## config.mk

```make
export PLATFORM = sky130hd
export DESIGN_NAME = vrq_regs
export DESIGN_NICKNAME = d
export VERILOG_FILES = /design/src/rtl/core/vrq_pkg.sv /design/src/rtl/core/vrq_regs.sv
export SDC_FILE = /design/constraint.sdc
export NUM_CORES = 1
export LEC_CHECK = 0
export BUFFER_PORTS_ARGS = -buffer_cell sky130_fd_sc_hd__buf_2
export CORE_MARGIN = 1.5
export CORE_UTILIZATION = 43
export DETAILED_ROUTE_END_ITERATION = 7
export PLACE_DENSITY = 0.79
export SLEW_MARGIN = 0
export SYNTH_ARGS = -nofsm -noshare
export SYNTH_HDL_FRONTEND = slang
export SYNTH_SLANG_ARGS = --single-unit
```

## constraint.sdc

```tcl
create_clock -name i_clk -period 1.3 [get_ports i_clk]
set_input_delay 0 -clock i_clk [delete_from_list [all_inputs] [get_ports i_clk]]
set_output_delay 0 -clock i_clk [all_outputs]
set_load 0.02 [all_outputs]
```

## src/rtl/core/vrq_pkg.sv

```systemverilog
// vrq_pkg: types, codes and helpers shared by the record ring queue modules
// depends on nothing

package vrq_pkg;

    localparam int TS_W      = 64;
    localparam int LEN_W     = 11;
    localparam int ROFF_W    = 10;
    localparam int WORDS_W   = 14;
    localparam int FREE_W    = 17;
    localparam int MAX_LINE  = 1024;
    localparam int HDR_BYTES = 10;

    localparam logic [WORDS_W-1:0] RST_RING_WORDS = 14'd8192;

    typedef enum logic [1:0] {
        CMD_APPEND = 2'd0,
        CMD_READ   = 2'd1,
        CMD_REMOVE = 2'd2
    } t_cmd;

    typedef enum logic [1:0] {
        ST_OK       = 2'd0,
        ST_NO_SPACE = 2'd1,
        ST_EMPTY    = 2'd2
    } t_status;

    typedef struct packed {
        logic [TS_W-1:0]  ts;
        logic [LEN_W-1:0] len;
    } t_hdr;

    // header plus line, rounded up to whole 8-byte words
    function automatic logic [LEN_W-1:0] pad_len(input logic [LEN_W-1:0] len);
        logic [LEN_W:0] s;
        s = {1'b0, len} + (LEN_W+1)'(HDR_BYTES + 7);
        return s[LEN_W-1:0] & ~(LEN_W'(7));
    endfunction

    // ring size in bytes for a register value, clamped to two words at least and to the store at most
    function automatic logic [31:0] ring_bytes(input logic [WORDS_W-1:0] words,
                                               input logic [31:0] store_words);
        logic [31:0] w;
        w = 32'(words);
        if (w < 32'd2) begin
            w = 32'd2;
        end else if (w > store_words) begin
            w = store_words;
        end
        return {w[28:0], 3'b000};
    endfunction

endpackage

```

## src/rtl/core/vrq_regs.sv

```systemverilog
// vrq_regs: configuration register behind the apb-style port
// depends on vrq_pkg

module vrq_regs import vrq_pkg::*; #(
    parameter int RING_BYTES = 65536,
    parameter int FW         = 17
) (
    input  logic              i_clk,
    input  logic              i_rst_n,
    input  logic              psel,
    input  logic              penable,
    input  logic              pwrite,
    input  logic [2:0]        paddr,
    input  logic [31:0]       pwdata,
    output logic [31:0]       prdata,
    output logic              pready,
    output logic              o_clear,
    output logic [FW-1:0]     o_size
);

    localparam logic [31:0] STORE_WORDS = 32'(RING_BYTES / 8);
    localparam logic        REG_RING_SIZE = 1'b0;

    logic [WORDS_W-1:0] r_ring_words;
    logic [FW-1:0]      r_size;
    logic               wr_hit;
    logic [31:0]        n_size;

    assign pready = 1'b1;
    assign wr_hit = psel && penable && pwrite && (paddr[2] == REG_RING_SIZE);
    assign n_size = ring_bytes(pwdata[WORDS_W-1:0], STORE_WORDS);

    always_ff @(posedge i_clk) begin
        if (!i_rst_n) begin
            r_ring_words <= RST_RING_WORDS;
            r_size       <= FW'(ring_bytes(RST_RING_WORDS, STORE_WORDS));
        end else if (wr_hit) begin
            r_ring_words <= pwdata[WORDS_W-1:0];
            r_size       <= n_size[FW-1:0];
        end
    end

    always_comb begin
        prdata = '0;
        if (paddr[2] == REG_RING_SIZE) begin
            prdata = 32'(r_ring_words);
        end
    end

    // the clearing write already sees the new size
    assign o_clear = wr_hit;
    assign o_size  = wr_hit ? n_size[FW-1:0] : r_size;

endmodule

```

# Word level (Yosys, flattened, before mapping)
# Cells that the tools add are included.
# W data, S select, Z words.
classes:
  addsub: 0
  multipliers: 0
  div: 0
  magnitude_cmp: 2
  eq_ne: 0
  n_shift: 0
  muxes: 4
  n_bitwise: 1
  n_reduce_logical: 3
op_table:
  columns: ["operator", "count"]
  rows:
  - ["$mux W14", 3]
  - ["$mux W17", 1]
  - ["$gt A14 B14 Y1 const B", 1]
  - ["$lt A14 B2 Y1 const B", 1]
  - ["$logic_and A1 B1 Y1", 3]
  - ["$not A1 Y1", 1]
word_totals:
  register_bits: 31
  latchBits: 0
  mem_bits_rw: 0
  romBits: 0
  in_bits: 40
  out_inout_bits: 51
  n_memories: 0

# Logic depth before layout (Yosys ltp)
depth:
  word_depth: 4
  depth_mapped: 6
  mapped_depth_nobuf: 5

# Worst setup path before layout
# No wires, ideal clock.
synth_path:
  path_kind: "input port to flip-flop"
  start: "input pwdata[5]"
  end: "register r_size[4]"
  arrival_time_ns: 1.107
  path_slack_ns: 0.133
  stages: 4
  path_buffers: 0
  path_cell_list: "nor4_4 > a41oi_4 > o221ai_2 > and2_1"
synth_via:
  elab_chain_len: 4
  word_cells_on_any_way: 5
  cone_classes: "order compare: 2; mux: 3"
synth_lines:
  columns: ["element", "line_no", "text"]
  rows:
  - ["start, declared", "vrq_regs.sv:14", "input logic [31:0] pwdata,"]
  - ["$gt A14 B14 Y1", "vrq_pkg.sv:47", "end else if (w > store_words) begin"]
  - ["$mux W14", "vrq_pkg.sv:47", null]
  - ["$mux W14 *", "vrq_pkg.sv:45", "if (w < 32'd2) begin"]
  - ["$mux W17 *", null, null]
  - ["net o_size[4]", "vrq_regs.sv:18", "output logic [FW-1:0] o_size"]
  - ["end signal, assigned", "vrq_regs.sv:36", "r_size <= FW'(ring_bytes(RST_RING_WORDS, STORE_WORDS));"]
  - ["end signal, assigned", "vrq_regs.sv:39", "r_size <= n_size[FW-1:0];"]
  - ["end, declared", "vrq_regs.sv:25", "logic [FW-1:0] r_size;"]
# Mark *: on every way through the listed nets, which the timed path passes. The rest lies on a longest branch.
# A chain may end at the register's enable or synchronous reset.

# Final worst setup path
layout_path:
  start: "input paddr[2]"
  end: "register r_ring_words[8]"
layout_via:
  elab_chain_len: 2
layout_lines:
  columns: ["element", "line_no", "text"]
  rows:
  - ["start, declared", "vrq_regs.sv:13", "input logic [2:0] paddr,"]
  - ["$not A1 Y1", null, null]
  - ["$logic_and A1 B1 Y1", "vrq_regs.sv:30", "assign wr_hit = psel && penable && pwrite && (paddr[2] == REG_RING_SIZE);"]
  - ["end signal, assigned", "vrq_regs.sv:38", "r_ring_words <= pwdata[WORDS_W-1:0];"]
  - ["end, declared", "vrq_regs.sv:24", "logic [WORDS_W-1:0] r_ring_words;"]
# Every way passes these cells.

==> flow_summary.json <==
{
  "vias": 1487,
  "dp_hpwl_um": 2716,
  "cts_tree": "built",
  "pwr-share-clk_pct": 38.6,
  "n_antenna_cell": 0,
  "place.gp.congestion": 0.7789,
  "ir_drop_mv": 0.5861,
  "synth_compound_area_share_pct": 19.28,
  "die_h_um": 63.19,
  "post_cts.repair.setup_buffers": 0,
  "tns_ns": 0,
  "grt.overflow.total": 0,
  "die_w_um": 63.19,
  "fin_crit_ns": 1.245,
  "fmax_ghz": 0.8029,
  "clock_latency_ns": 0.34,
  "yosysWarningCount": 0,
  "grt_max_degree": 20,
  "fin_ws_ns": 0.05456,
  "drive_gt1_share_pct": 30.89,
  "synth_seq_area_share_pct": 39.84,
  "path_clk_slew_ns": 0.10,
  "start_util_pct": 45.60,
  "dieArea_um2": 3993,
  "synthTopCellsByArea": "dfxtp_1 40%, nand2_1 11%, buf_4 9.2%",
  "grt_pass1_vias": 1345,
  "root_buffer": "clkbuf_4",
  "synthMuxAreaShare_pct": 0,
  "critPathLaunchType": "input port",
  "synth-edff-count": 0,
  "clock_skew_ns": 0,
  "hp-class": "in -> reg",
  "routed_wl_um": 3783,
  "antenna_found_initial": 0,
  "finalNetCount": 298,
  "synthSimpleGateAreaFrac_pct": 27.55,
  "total_leakage_power_uw": 0.0009755,
  "grtUsageTotal_pct": 19.67,
  "slew_violations": 0,
  "finalHoldViolCount": 0,
  "status": "finished, final reports clean",
  "yosys_register_bits": 31,
  "io_pins": 91,
  "final_antenna_net_count": 0,
  "core_area_um2": 3416,
  "intPower_uw": 1529,
  "synth.most_common_cell": "nand2_1",
  "setup_viol_count_final": 0,
  "power_frac_seq_pct": 47.0,
  "synth_cells": 185,
  "p_per_area_nw_per_um2": 1002,
  "yosys.area_share.xor_xnor_pct": 0,
  "synth_top_family_by_area": "simple AND/OR/NAND/NOR gates",
  "comb_power_share_pct": 14.4,
  "cts_buffers": 5,
  "synthTopCellsByCount": "47 x nand2_1, 31 x dfxtp_1, 19 x buf_4",
  "vias_per_cell": 4.875,
  "synth-main-ff-cell": "dfxtp_1",
  "post-route-drc-count": 0,
  "clockBufferDepth": 2,
  "rows": 21,
  "synthArstFlopShare_pct": 0,
  "critPathMaxFanout": 6,
  "whs_ns": 0.007269,
  "dp_slack_ns": 0.01217,
  "first_pass_iters": 4,
  "path_class": "in -> reg",
  "fin_util_pct": 60.33,
  "cts_sinks": 31,
  "synth_top_area_cell": "dfxtp_1",
  "critPathCaptureType": "register",
  "wire_per_inst_um": 12.40,
  "min_period_over_period_pct": 95.80,
  "worstPathRequired_ns": 1.59,
  "rsz0062_at_grt": "no",
  "ys_types": 26,
  "crit_arrival_ns": 1.53,
  "synth.top_cell.area_share_pct": 39.84,
  "port_buffers": 51,
  "p_sw_share_pct": 25.95,
  "drtIter0Drc": 41,
  "syn_to_final_growth_pct": 32.29,
  "grt_pass1_wl_um": 6065,
  "syn_avg_cell_area_um2": 8.420,
  "p_switching_uw": 536.0,
  "drv_cap": 0,
  "h-tree-depth": 2,
  "syn_area_um2": 1558,
  "synthAdderAreaFrac_pct": 0
}
## final timing paths
kind	depth (start not counted)	startpoint	end	slack, ns
min reg2reg	2	r_ring_words[9]	r_ring_words[9]	0.45
max reg2reg	3	r_ring_words[8]	r_ring_words[8]	0.16
max	7	paddr[2]	r_ring_words[8]	0.05
min	3	pwdata[1]	r_ring_words[1]	0.007
## per-stage QoR
stage	cells	cell area, um^2	power, uW
3_5_place_dp	285	1854	1260
6_report	305	2061	2065
4_1_cts	305	2061	2075
2_1_floorplan	202	1622	1192
5_1_grt	305	2061	2157
3_3_place_gp	285	1854	1256
## layout by cell type, fill, tap and decap left out
master	Yosys	routed
a41oi_4	1	1
nor2_4	1	1
o21ai_1	7	7
o221ai_2	1	1
a22o_1	12	12
inv_1	2	1
nor2b_1	14	14
clkbuf_4	0	5
clkbuf_8	0	1
inv_2	0	1
dfxtp_1	31	31
nor3_1	2	2
and2_1	6	6
clkinv_2	0	1
nor2_1	2	2
nand4_1	2	2
o21ai_0	4	4
nand3_1	2	2
a21boi_0	5	5
buf_4	19	15
buf_2	4	51
bufinv_16	0	1
dlygate4sd3_1	0	12
nand2_1	47	47
and3_1	4	4
nand4b_1	1	1
nor4_4	2	2
a21boi_1	8	8
conb_1	2	19
## flip-flops by register name, indices dropped and copies added, names as in the netlist
register	cells
r_size	17
r_ring_words	14
## per-layer routing
metal / GRT usage, % / share of wire (%)
met1: 21.51 / 40
met2: 35.64 / 51
met3: 4.821 / 7.5
met4: 8.967 / 1.7
met5: 0 / 0
## cells by family after synthesis
family	count (synthesis)
flip-flops	31
buffers and inverters	31
AO/OA/AOI/OAI	38
other	2
AND/OR/NAND/NOR	83
## power groups by stage
stage	combinational (uW)	clock [uW]	sequential, uW
after global placement	263	0	993
final	297	797	971
after detailed placement	267	0	993
after global routing	319	865	973
after floorplan	201	0	991
after CTS	294	810	971
## area by class of cell
| class | count | area, um^2 |
|---|---|---|
| Timing Repair Buffer | 78 | 488.0 |
| Inverter | 2 | 7.507 |
| Clock buffer | 6 | 51.30 |
| Tap cell | 46 | 57.56 |
| Multi-Input combinational cell | 140 | 800.8 |
| Sequential cell | 31 | 620.6 |
| Clock inverter | 2 | 35.03 |
| Fill cell | 334 | 1355 |
## worst max-delay path, cell delays in order
cell           delay [ns]
buf_2                0.11
nand4b_1             0.32
inv_2                0.20
buf_4                0.16
nand2_1              0.06
a21boi_1             0.12
dlygate4sd3_1        0.56
## what timing repair did
item | CTS | global route
endpoints found under the hold margin | 21 | 0
endpoints found under the setup margin | 0 | 8
hold buffers | 12 | 0
gates resized for setup | 0 | 1
(Power assumes the default switching activity.)
